===== config.mk =====
export PLATFORM = sky130hd
export DESIGN_NAME = bitmap_to_osd_font_cells_unit
export DESIGN_NICKNAME = d
export VERILOG_FILES = /design/src/sv/bmof_pkg.sv /design/src/sv/bmof_regs.sv /design/src/sv/bmof_core.sv /design/src/sv/bmof_queue.sv /design/src/sv/bitmap_to_osd_font_cells_unit.sv
export SDC_FILE = /design/constraint.sdc
export NUM_CORES = 1
export LEC_CHECK = 0
export BUFFER_PORTS_ARGS = -buffer_cell sky130_fd_sc_hd__buf_4
export CAP_MARGIN = 10
export CORE_ASPECT_RATIO = 2
export CORE_MARGIN = 8
export CORE_UTILIZATION = 50
export CTS_BUF_LIST = sky130_fd_sc_hd__clkbuf_16
export DETAILED_ROUTE_END_ITERATION = 10
export PLACE_DENSITY = 0.68
export SYNTH_ARGS = -nofsm -noshare
export SYNTH_HDL_FRONTEND = slang
export SYNTH_HIERARCHICAL = 1
export SYNTH_SLANG_ARGS = --single-unit

===== constraint.sdc =====
create_clock -name i_clk -period 7 [get_ports i_clk]
set_clock_uncertainty 0.15 [all_clocks]
set_input_delay 0.35 -clock i_clk [delete_from_list [all_inputs] [get_ports i_clk]]
set_output_delay 0.35 -clock i_clk [all_outputs]
set_load 0.02 [all_outputs]

===== src/sv/bmof_pkg.sv =====
`default_nettype none
// ----------------------------------------------------------------------------
// bmof_pkg
// types, constants and register map shared by the bitmap to font cell unit
// ----------------------------------------------------------------------------
package bmof_pkg;

    localparam logic [8:0]  MAX_ROW_BYTES    = 9'd256;
    localparam logic [10:0] MAX_ROWS         = 11'd1024;
    localparam logic [4:0]  LINES_PER_CELL   = 5'd18;

    localparam logic [8:0]  RST_ROW_BYTES    = 9'd4;
    localparam logic [10:0] RST_ROW_COUNT    = 11'd32;
    localparam logic [7:0]  RST_INDEX_BASE   = 8'd32;

    // ceil(2n/3) as ((2n+2) * 683) >> 11, exact for n up to 256
    localparam logic [10:0] DIV3_MUL         = 11'd683;
    localparam int          DIV3_SHIFT       = 11;

    localparam logic [1:0]  REG_ROW_BYTES    = 2'd0;
    localparam logic [1:0]  REG_ROW_COUNT    = 2'd1;
    localparam logic [1:0]  REG_INDEX_BASE   = 2'd2;

    typedef struct packed {
        logic [8:0]  row_bytes;
        logic [10:0] row_count;
        logic [7:0]  index_base;
        logic [7:0]  cols;
        logic        restart;
    } t_cfg;

    typedef struct packed {
        logic [11:0] line_word;
        logic [5:0]  cell_row;
        logic [7:0]  cell_col;
        logic [4:0]  line_in_cell;
        logic [15:0] font_index;
        logic        last;
        logic        end_of_image;
    } t_result;

    typedef struct packed {
        logic [1:0] count;
        t_result    res0;
        t_result    res1;
    } t_push;

endpackage
`default_nettype wire


===== src/sv/bmof_regs.sv =====
`default_nettype none
// ----------------------------------------------------------------------------
// bmof_regs
// configuration registers behind the apb port, clamped values and column count
// ----------------------------------------------------------------------------
module bmof_regs
    import bmof_pkg::*;
(
    input  wire logic        i_clk,
    input  wire logic        i_rst_n,
    input  wire logic        psel,
    input  wire logic        penable,
    input  wire logic        pwrite,
    input  wire logic [3:0]  paddr,
    input  wire logic [31:0] pwdata,
    output logic      [31:0] prdata,
    output logic             pready,
    output t_cfg             o_cfg
);

    logic [8:0]  r_row_bytes;
    logic [10:0] r_row_count;
    logic [7:0]  r_index_base;
    logic        r_restart;
    logic        wr_en;
    logic [8:0]  len;
    logic [9:0]  twice_len;
    logic [20:0] cols_prod;

    assign pready = 1'b1;
    assign wr_en  = psel && penable && pwrite;

    always_ff @(posedge i_clk) begin
        if (!i_rst_n) begin
            r_row_bytes  <= RST_ROW_BYTES;
            r_row_count  <= RST_ROW_COUNT;
            r_index_base <= RST_INDEX_BASE;
            r_restart    <= 1'b0;
        end else begin
            r_restart <= 1'b0;
            if (wr_en) begin
                unique case (paddr[3:2])
                    REG_ROW_BYTES: begin
                        r_row_bytes <= pwdata[8:0];
                        r_restart   <= 1'b1;
                    end
                    REG_ROW_COUNT: begin
                        r_row_count <= pwdata[10:0];
                        r_restart   <= 1'b1;
                    end
                    REG_INDEX_BASE: begin
                        r_index_base <= pwdata[7:0];
                        r_restart    <= 1'b1;
                    end
                    default: begin
                    end
                endcase
            end
        end
    end

    always_comb begin
        unique case (paddr[3:2])
            REG_ROW_BYTES:  prdata = {23'd0, r_row_bytes};
            REG_ROW_COUNT:  prdata = {21'd0, r_row_count};
            REG_INDEX_BASE: prdata = {24'd0, r_index_base};
            default:        prdata = 32'd0;
        endcase
    end

    always_comb begin
        if (r_row_bytes == 9'd0) begin
            len = 9'd1;
        end else if (r_row_bytes > MAX_ROW_BYTES) begin
            len = MAX_ROW_BYTES;
        end else begin
            len = r_row_bytes;
        end

        if (r_row_count == 11'd0) begin
            o_cfg.row_count = 11'd1;
        end else if (r_row_count > MAX_ROWS) begin
            o_cfg.row_count = MAX_ROWS;
        end else begin
            o_cfg.row_count = r_row_count;
        end

        twice_len        = {len, 1'b0} + 10'd2;
        cols_prod        = {11'd0, twice_len} * {10'd0, DIV3_MUL};
        o_cfg.row_bytes  = len;
        o_cfg.cols       = cols_prod[DIV3_SHIFT +: 8];
        o_cfg.index_base = r_index_base;
        o_cfg.restart    = r_restart;
    end

endmodule
`default_nettype wire


===== src/sv/bmof_core.sv =====
`default_nettype none
// ----------------------------------------------------------------------------
// bmof_core
// position counters and byte repacking into tagged 12-bit font lines
// ----------------------------------------------------------------------------
module bmof_core
    import bmof_pkg::*;
(
    input  wire logic       i_clk,
    input  wire logic       i_rst_n,
    input  t_cfg            i_cfg,
    input  wire logic       i_accept,
    input  wire logic [7:0] i_pixel_byte,
    output t_push           o_push
);

    typedef enum logic [1:0] {
        PH_FIRST,
        PH_SECOND,
        PH_THIRD
    } t_phase;

    t_phase      r_phase;
    logic [7:0]  r_byte_pos;
    logic [7:0]  r_col;
    logic [7:0]  r_held_first;
    logic [3:0]  r_held_second;
    logic [9:0]  r_row_number;
    logic [4:0]  r_line;
    logic [5:0]  r_cell_row;
    logic [15:0] r_row_index_base;

    logic        row_end;
    logic        img_end;
    logic [7:0]  col_odd;
    logic [4:0]  n_line;

    assign row_end = ({1'b0, r_byte_pos} + 9'd1) >= i_cfg.row_bytes;
    assign img_end = row_end && (({1'b0, r_row_number} + 11'd1) >= i_cfg.row_count);
    assign col_odd = r_col + 8'd1;
    assign n_line  = r_line + 5'd1;

    always_comb begin
        o_push                   = '0;
        o_push.res0.cell_row     = r_cell_row;
        o_push.res0.line_in_cell = r_line;
        o_push.res0.cell_col     = r_col;
        o_push.res1.cell_row     = r_cell_row;
        o_push.res1.line_in_cell = r_line;
        o_push.res1.cell_col     = col_odd;
        o_push.res1.line_word    = {i_pixel_byte[3:0], 8'h00};
        unique case (r_phase)
            PH_FIRST: begin
                o_push.count          = row_end ? 2'd1 : 2'd0;
                o_push.res0.line_word = {i_pixel_byte, 4'h0};
            end
            PH_SECOND: begin
                o_push.count          = row_end ? 2'd2 : 2'd1;
                o_push.res0.line_word = {r_held_first, i_pixel_byte[7:4]};
            end
            PH_THIRD: begin
                o_push.count          = 2'd1;
                o_push.res0.line_word = {r_held_second, i_pixel_byte};
                o_push.res0.cell_col  = col_odd;
            end
            default: begin
                o_push.count = 2'd0;
            end
        endcase
        o_push.res0.font_index = r_row_index_base + {8'h00, o_push.res0.cell_col};
        o_push.res1.font_index = r_row_index_base + {8'h00, o_push.res1.cell_col};
        if (o_push.count == 2'd2) begin
            o_push.res1.last         = 1'b1;
            o_push.res1.end_of_image = img_end;
        end else begin
            o_push.res0.last         = 1'b1;
            o_push.res0.end_of_image = img_end;
        end
    end

    always_ff @(posedge i_clk) begin
        if (!i_rst_n) begin
            r_phase          <= PH_FIRST;
            r_byte_pos       <= '0;
            r_col            <= '0;
            r_held_first     <= '0;
            r_held_second    <= '0;
            r_row_number     <= '0;
            r_line           <= '0;
            r_cell_row       <= '0;
            r_row_index_base <= {8'h00, RST_INDEX_BASE};
        end else if (i_cfg.restart || (i_accept && img_end)) begin
            r_phase          <= PH_FIRST;
            r_byte_pos       <= '0;
            r_col            <= '0;
            r_held_first     <= '0;
            r_held_second    <= '0;
            r_row_number     <= '0;
            r_line           <= '0;
            r_cell_row       <= '0;
            r_row_index_base <= {8'h00, i_cfg.index_base};
        end else if (i_accept) begin
            unique case (r_phase)
                PH_FIRST: begin
                    r_held_first <= i_pixel_byte;
                    r_phase      <= PH_SECOND;
                end
                PH_SECOND: begin
                    r_held_second <= i_pixel_byte[3:0];
                    r_phase       <= PH_THIRD;
                end
                PH_THIRD: begin
                    r_phase <= PH_FIRST;
                end
                default: begin
                    r_phase <= PH_FIRST;
                end
            endcase
            if (row_end) begin
                r_phase      <= PH_FIRST;
                r_byte_pos   <= '0;
                r_col        <= '0;
                r_row_number <= r_row_number + 10'd1;
                if (n_line >= LINES_PER_CELL) begin
                    r_line           <= '0;
                    r_cell_row       <= r_cell_row + 6'd1;
                    r_row_index_base <= r_row_index_base + {8'h00, i_cfg.cols};
                end else begin
                    r_line <= n_line;
                end
            end else begin
                r_byte_pos <= r_byte_pos + 8'd1;
                if (r_phase == PH_THIRD) begin
                    r_col <= r_col + 8'd2;
                end
            end
        end
    end

endmodule
`default_nettype wire


===== src/sv/bmof_queue.sv =====
`default_nettype none
// ----------------------------------------------------------------------------
// bmof_queue
// four-entry result queue, up to two words in and one word out per cycle
// ----------------------------------------------------------------------------
module bmof_queue
    import bmof_pkg::*;
(
    input  wire logic i_clk,
    input  wire logic i_rst_n,
    input  wire logic i_push_en,
    input  t_push     i_push,
    input  wire logic i_pop,
    output logic      o_valid,
    output logic      o_room,
    output t_result   o_head
);

    t_result    r_mem [4];
    logic [1:0] r_wr_ptr;
    logic [1:0] r_rd_ptr;
    logic [2:0] r_count;
    logic [1:0] push_n;
    logic       pop_en;

    assign push_n  = i_push_en ? i_push.count : 2'd0;
    assign o_valid = r_count != 3'd0;
    assign o_room  = r_count <= 3'd2;
    assign pop_en  = i_pop && o_valid;
    assign o_head  = r_mem[r_rd_ptr];

    always_ff @(posedge i_clk) begin
        if (push_n != 2'd0) begin
            r_mem[r_wr_ptr] <= i_push.res0;
        end
        if (push_n == 2'd2) begin
            r_mem[r_wr_ptr + 2'd1] <= i_push.res1;
        end
    end

    always_ff @(posedge i_clk) begin
        if (!i_rst_n) begin
            r_wr_ptr <= '0;
            r_rd_ptr <= '0;
            r_count  <= '0;
        end else begin
            r_wr_ptr <= r_wr_ptr + push_n;
            r_rd_ptr <= r_rd_ptr + {1'b0, pop_en};
            r_count  <= r_count + {1'b0, push_n} - {2'b00, pop_en};
        end
    end

endmodule
`default_nettype wire


===== src/sv/bitmap_to_osd_font_cells_unit.sv =====
`default_nettype none
// ----------------------------------------------------------------------------
// bitmap_to_osd_font_cells_unit
// repacks a one-bit-per-pixel bitmap into tagged 12-bit osd font lines
// ----------------------------------------------------------------------------
// channel   direction  handshake                   payload
// in        input      i_in_valid / o_in_ready     i_pixel_byte
// out       output     o_out_valid / i_out_ready   o_line_word .. o_end_of_image
// cfg       input      psel penable pwrite pready  paddr pwdata prdata
//
// one byte per cycle is taken while o_in_ready is high; its lines reach the
// result queue at the same edge. a byte that ends a row on the second byte of
// a group gives two words, which leave the four-entry queue one at a time;
// o_in_ready drops while three or more words wait and while the restart strobe
// of a mapped register write is high. reset is synchronous, with no clearing pass
// ----------------------------------------------------------------------------
module bitmap_to_osd_font_cells_unit
    import bmof_pkg::*;
(
    input  wire logic        i_clk,
    input  wire logic        i_rst_n,
    input  wire logic        psel,
    input  wire logic        penable,
    input  wire logic        pwrite,
    input  wire logic [3:0]  paddr,
    input  wire logic [31:0] pwdata,
    output logic      [31:0] prdata,
    output logic             pready,
    input  wire logic        i_in_valid,
    output logic             o_in_ready,
    input  wire logic [7:0]  i_pixel_byte,
    output logic             o_out_valid,
    input  wire logic        i_out_ready,
    output logic      [11:0] o_line_word,
    output logic      [5:0]  o_cell_row,
    output logic      [7:0]  o_cell_col,
    output logic      [4:0]  o_line_in_cell,
    output logic      [15:0] o_font_index,
    output logic             o_last,
    output logic             o_end_of_image
);

    t_cfg    cfg;
    t_push   push;
    t_result head;
    logic    room;
    logic    accept;

    assign o_in_ready = room && !cfg.restart;
    assign accept     = i_in_valid && o_in_ready;

    bmof_regs u_regs (
        .i_clk   (i_clk),
        .i_rst_n (i_rst_n),
        .psel    (psel),
        .penable (penable),
        .pwrite  (pwrite),
        .paddr   (paddr),
        .pwdata  (pwdata),
        .prdata  (prdata),
        .pready  (pready),
        .o_cfg   (cfg)
    );

    bmof_core u_core (
        .i_clk        (i_clk),
        .i_rst_n      (i_rst_n),
        .i_cfg        (cfg),
        .i_accept     (accept),
        .i_pixel_byte (i_pixel_byte),
        .o_push       (push)
    );

    bmof_queue u_queue (
        .i_clk     (i_clk),
        .i_rst_n   (i_rst_n),
        .i_push_en (accept),
        .i_push    (push),
        .i_pop     (i_out_ready),
        .o_valid   (o_out_valid),
        .o_room    (room),
        .o_head    (head)
    );

    assign o_line_word    = head.line_word;
    assign o_cell_row     = head.cell_row;
    assign o_cell_col     = head.cell_col;
    assign o_line_in_cell = head.line_in_cell;
    assign o_font_index   = head.font_index;
    assign o_last         = head.last;
    assign o_end_of_image = head.end_of_image;

endmodule
`default_nettype wire


# Word-level counts from Yosys, hierarchy flattened
# Memories as Yosys holds them, arrays and structs flattened. A register that Yosys moved wholly into a read port is not among the register bits.
# Index checks and enable logic that the tools add are counted.
dict set report totals {
  reg_bits 103
  out_inout_bits 84
  inputBits 51
  memories 1
  ram_bits 196
}
# memory depth word_bits rd rd_clocked_by_memory_dff wr line_no
set memory_table {}
lappend memory_table {u_queue.r_mem 4 49 1 1 2 bmof_queue.sv:19} ;# t_result r_mem [4];
dict set report op_classes {
  n_mul 1
  n_addsub 17
  n_mux 29
  n_bitwise 1
  eq_ne 6
  reduce_logical 31
  order_cmp 6
}
# cell n
set op_table {}
lappend op_table {{8-bit two-way mux} 8}
lappend op_table {{16-bit by 8-bit adder with 16-bit output} 3}
lappend op_table {{12-bit one-hot mux with 3 select lines} 1}
lappend op_table {{11-bit one-hot mux with 3 select lines} 1}
lappend op_table {{11-bit two-way mux} 2}
lappend op_table {{10-bit by 10-bit multiplier with 19-bit output (second input constant)} 1}
lappend op_table {{9-bit two-way mux} 2}
lappend op_table {{8-bit by 1-bit adder with 8-bit output (second input constant)} 2}
lappend op_table {{2-bit AND reduction} 8}
lappend op_table {{2-bit two-way mux} 6}
lappend op_table {{10-bit by 1-bit adder with 11-bit output (second input constant)} 1}
lappend op_table {{11-bit greater-or-equal comparator} 1}
lappend op_table {{11-bit > comparator (second input constant)} 1}
lappend op_table {{11-bit logical NOT} 1}
lappend op_table {{10-bit by 1-bit adder with 10-bit output (second input constant)} 1}
lappend op_table {{10-bit by 2-bit adder with 10-bit output (second input constant)} 1}
lappend op_table {{2-bit nonzero test} 5}
lappend op_table {{8-bit by 1-bit adder with 9-bit output (second input constant)} 1}
lappend op_table {{9-bit greater-or-equal comparator} 1}
lappend op_table {{9-bit > comparator (second input constant)} 1}
lappend op_table {{9-bit logical NOT} 1}
lappend op_table {{8-bit by 2-bit adder with 8-bit output (second input constant)} 1}
lappend op_table {{2-bit == test (second input constant)} 4}
lappend op_table {{1-bit logical AND} 7}
lappend op_table {{other kinds (22)} 30}

# Depth between registers and ports, before layout
dict set report depth {
  ltp_word 10
  ltp_mapped 30
  ltp_nobuf 30
}

# Cells and area by module
# Netlist, hierarchy kept.
# mod cells_per_inst instances seq_area_each_um2 area_per_inst_um2
set modules_own_cells {}
lappend modules_own_cells {bmof_queue 526 1 6025.8 9877.0}
lappend modules_own_cells {bmof_core 654 1 1321.3 5213.8}
lappend modules_own_cells {bmof_regs 370 1 580.6 3318.2}
lappend modules_own_cells {bitmap_to_osd_font_cells_unit 2 1 0.0 15.0}

# Worst setup path before layout
# Ideal clock, no wire load.
dict set report synth_timing {
  path_kind {flip-flop to flip-flop}
  startpoint {register u_regs.r_row_bytes[4]}
  endpoint {register u_core.r_row_index_base[7]}
  setup_slack_ns 0.924
  path_stages_with_launch 27
  arrival_ns 5.806
  path_buffers 0
  period_less_slack_ns 6.076
  path_cell_list {dfxtp_1 -> nor4_1 -> a21oi_1 -> nor2_1 -> ha_1 -> nand3_4 -> nor2_1 -> xnor2_1 -> ha_1 -> ha_1 -> fa_1 -> fa_1 -> fa_1 -> ha_1 -> a21oi_1 -> o211ai_1 -> o211ai_1 -> nand2_1 -> xor2_1 -> ha_1 -> a21oi_1 -> o22ai_1 -> or4_1 -> o311ai_0 -> xnor2_1 -> mux2i_1 -> a21oi_1}
}
# element line_no
set synth_lines {}
lappend synth_lines {{start: declaration} bmof_regs.sv:21} ;# logic [8:0] r_row_bytes;
lappend synth_lines {{start signal: assignment} bmof_regs.sv:44} ;# r_row_bytes <= pwdata[8:0];
lappend synth_lines {{end signal: assignment} bmof_core.sv:91} ;# r_row_index_base <= {8'h00, RST_INDEX_BASE};
lappend synth_lines {{end signal: assignment} bmof_core.sv:101} ;# r_row_index_base <= {8'h00, i_cfg.index_base};
lappend synth_lines {{end signal: assignment} bmof_core.sv:127} ;# r_row_index_base <= r_row_index_base + {8'h00, i_cfg.cols};
lappend synth_lines {{end: declaration} bmof_core.sv:31} ;# logic [15:0] r_row_index_base;

==> impl_metrics.csv <==
group,metric,value,unit
placement,portBuffers,89,
pwr,power.internal,3240,µW
global_route,antenna_found_initial,0,
clocking,cts_buffers,27,
synth,ys_seq_area_share,43.0,%
synth,syn-cell-area,18400,µm²
pwr,power.leakage,0.00802,µW
synth,synth_simple_gate_area_share,10.3,%
drt,drt-pass1-iter-count,5,
layout,finish.instance_area,20300,µm²
synth,synth_compound_gate_area_share,5.48,%
pwr,p_switching,1340,µW
setup_path,crit_path_start_kind,"flip-flop",
global_route,grt_max_degree,51,
pwr,p_total,4580,µW
drt,drt_iter0_markers,366,
placement,place_ws,0.106,ns
drt,viasPerCell,5.69,
synth,yosys.cell_types.count,77,
sta,min_period,6.61,ns
pwr,swShare,29.2,%
synth,synth_common_cells,"edfxtp_1 (196), mux2_2 (188), ha_1 (106)",
synth,synth.avg_cell_area,11.9,µm²
synth,yosys_most_used_dff,"edfxtp_1",
global_route,grt_pass1_wl,66600,µm
clocking,htreeDepth,1,
layout,nets,1781,
sta,rsz0062_at_grt,"false",
clocking,clock_path_buffers,3,
placement,hpwlAfterDp,28800,µm
synth,post-synth-top-area-cell,"edfxtp_1",
sta,final.period_utilization,94.4,%
hold_path,hold_path.class,"input pin to flip-flop",
floorplanning,placementRows,99,
floorplanning,io_pins,135,
layout,n_antenna_cell,0,
sta,tightest_slew,1.15,ns
placement,place.gp.congestion,0.908,
floorplanning,core,36400,µm²
clocking,numClockSinks,298,
global_route,grt_pass1_vias,12500,
synth,synth.area.top_cells,"edfxtp_1 (32%), mux2_2 (11%), dfxtp_1 (11%)",
sta,max_freq,151,MHz
layout,final_layout_size_suffix_gt1_share,27.2,%
pwr,clockPowerShare,31.7,%
floorplanning,die_area,43600,µm²
drt,ant_nets,0,
synth,synth_top_family_by_area,"multiplexers",
clocking,cts_tree,"done",
layout,syn2layout_area_growth,10.1,%
global_route,grt_overflow,0,
synth,synth_edf_count,196,
floorplanning,die_y,287,µm
pwr,p_seq_share,44.2,%
pwr,vdd_drop_max,173,µV
synth,async_flop_share,0,%
sta,hold_viol_final,0,
drt,drcViolationCount,0,
clocking,clk_pin_slew,0.07,ns
sta,setup_viol,0,
synth,muxShareOfSynthArea,21.1,%
floorplanning,die_w,152,µm
clocking,worstSkewPairLatency,0.57,ns
setup_path,cp_max_fo,7,
synth,synthAdderAreaFrac,9.48,%
layout,nFillCells,3142,
pwr,pwr-share-comb,24.1,%
placement,dpl-instance-area,19200,µm²
drt,num_vias,11800,
setup_path,critPathArrivalTime,6.96,ns
sta,fin_ws,0.390,ns
synth,ys_ff_latch,298,
clocking,cts.root.buffer_cell,"clkbuf_16",
setup_path,crit_required,7.35,ns
synth,synth_top_area_share,31.9,%
setup_path,crit_type,"flip-flop to flip-flop",
synth,synth-xor-area-share,4.75,%
drt,postRouteWirelength,42100,µm
pwr,powerDensity,226,nW/µm²
synth,synthCells,1552,
floorplanning,initial_core_util,50.6,%
sta,slew_violations,0,
synth,synth.most_common_cell,"edfxtp_1",
status,status,"finished, final reports clean",
synth,yosysWarningCount,6,
global_route,grt.total_usage,19.5,%
sta,tns,0,ns
flow_run,cap_violations,0,
sta,holdWs,0.0344,ns
drt,wl_per_cell,20.2,µm
setup_path,worstSetupEndpointType,"flip-flop",
sta,relSlewSlack,22.9,%
final timing paths:
check	endpoint	slack (ns)	cells after the start	start
hold reg to reg	u_core/r_held_second[2]	0.30	2	u_core/r_held_second[2]
setup / recovery	u_core/r_row_index_base[7]	0.39	27	u_regs/r_row_bytes[4]
setup reg to reg	u_core/r_row_index_base[7]	0.39	27	u_regs/r_row_bytes[4]
hold / removal	u_regs/r_restart	0.03	4	paddr[3]
placed cells by master (no fill, tap or decap), types with 5 or more instances in the layout:
master / n
mux4_2: 49
and3_1: 12
nand4_1: 12
mux2i_1: 52
dlygate4sd3_1: 21
nor2_1: 75
edfxtp_1: 196
o211ai_1: 5
dfxtp_1: 98
nand2_1: 87
clkinv_2: 5
mux2_2: 188
a21boi_0: 9
conb_1: 31
a21o_1: 6
a31oi_1: 7
a21oi_1: 48
nor3_1: 16
nand2b_1: 8
fa_1: 21
nand3_1: 37
nor2b_1: 40
o21bai_1: 5
and2_1: 12
buf_4: 107
a211oi_1: 7
nand3b_1: 8
xnor2_1: 58
inv_1: 78
clkinv_1: 7
clkbuf_16: 27
ha_1: 104
or3_1: 6
o21ai_0: 42
xor2_1: 38
mux2_4: 10
through the flow:
step	instances	util (%)
2_1_floorplan	1579	-
3_3_place_gp	2006	52.6
3_5_place_dp	2006	52.6
4_1_cts	2077	55.5
5_1_grt	2078	55.7
6_report	2078	55.7
timing repair:
action                                 in CTS  in global routing
hold buffers                               21                  0
endpoints found under the hold margin      41                  0
resized for setup                           0                 16
setup buffers                               0                  1
setup endpoints to repair                   0                 12
layer usage:
metal  track usage (%)  part of all wire, %  vias up
met1              19.6                   36     5853
met4              8.42                  3.7        0
li1                  -                    -     5655
met5                 0                    0        -
met3              1.71                  3.0       80
met2              38.8                   57      234
registers in the layout (all words and copies together) (netlist names):
name / count
u_core/r_byte_pos: 8
u_core/r_cell_row: 6
u_core/r_col: 7
u_core/r_held_first: 8
u_core/r_held_second: 4
u_core/r_line: 5
u_core/r_phase: 2
u_core/r_row_index_base: 16
u_core/r_row_number: 10
u_queue/r_count: 3
u_queue/r_mem: 196
u_queue/r_rd_ptr: 2
u_queue/r_wr_ptr: 2
u_regs/r_index_base: 8
u_regs/r_restart: 1
u_regs/r_row_bytes: 9
u_regs/r_row_count: 11
cells by family (layout without fill, tap and decap cells):
| logic type | after synthesis | in the layout |
|---|---|---|
| AOI/OAI and AO/OA | 160 | 160 |
| adders and majority gates | 127 | 127 |
| DFF | 298 | 298 |
| buffers and inverters | 208 | 253 |
| xor gates and xnor gates | 99 | 99 |
| muxes | 299 | 299 |
| and+or+nand+nor | 357 | 357 |
| other | 4 | 31 |
layout make-up:
class                      count  area, µm²  share of cell area [%]
sequential                   298       7940                    39.1
multi-input combinational   1073       9650                    47.6
clock inverter                23        169                   0.832
tap                          454        568                    2.80
inverter                      75        282                    1.39
timing repair buffer         128       1010                    4.99
clock buffer                  27        676                    3.33
power by group through the flow:
stage	clock, µW	sequential, µW	combinational [µW]
finish	1450	2020	1100
global route	1550	2030	1190
CTS	1480	2020	1130
detailed placement	0	2060	1120
global placement	0	2060	1110
floorplan	0	2020	788
worst max-delay path: stages (launching register included):
cell,delay (ns)
dfxtp_2,0.36
nor4_4,0.32
a21oi_1,0.10
nor2_1,0.15
ha_2,0.23
buf_4,0.12
xor2_1,0.29
ha_2,0.31
inv_1,0.07
fa_1,0.46
fa_1,0.54
inv_1,0.05
fa_1,0.47
ha_1,0.31
ha_1,0.21
nor2_1,0.09
o211ai_1,0.14
o211ai_1,0.26
nand2_2,0.13
xor2_1,0.16
ha_1,0.35
a21oi_1,0.20
o22ai_2,0.13
or4_1,0.41
o311ai_0,0.13
xnor2_1,0.17
mux2i_1,0.08
a21oi_1,0.14
Power figures use the tool's default switching activity.
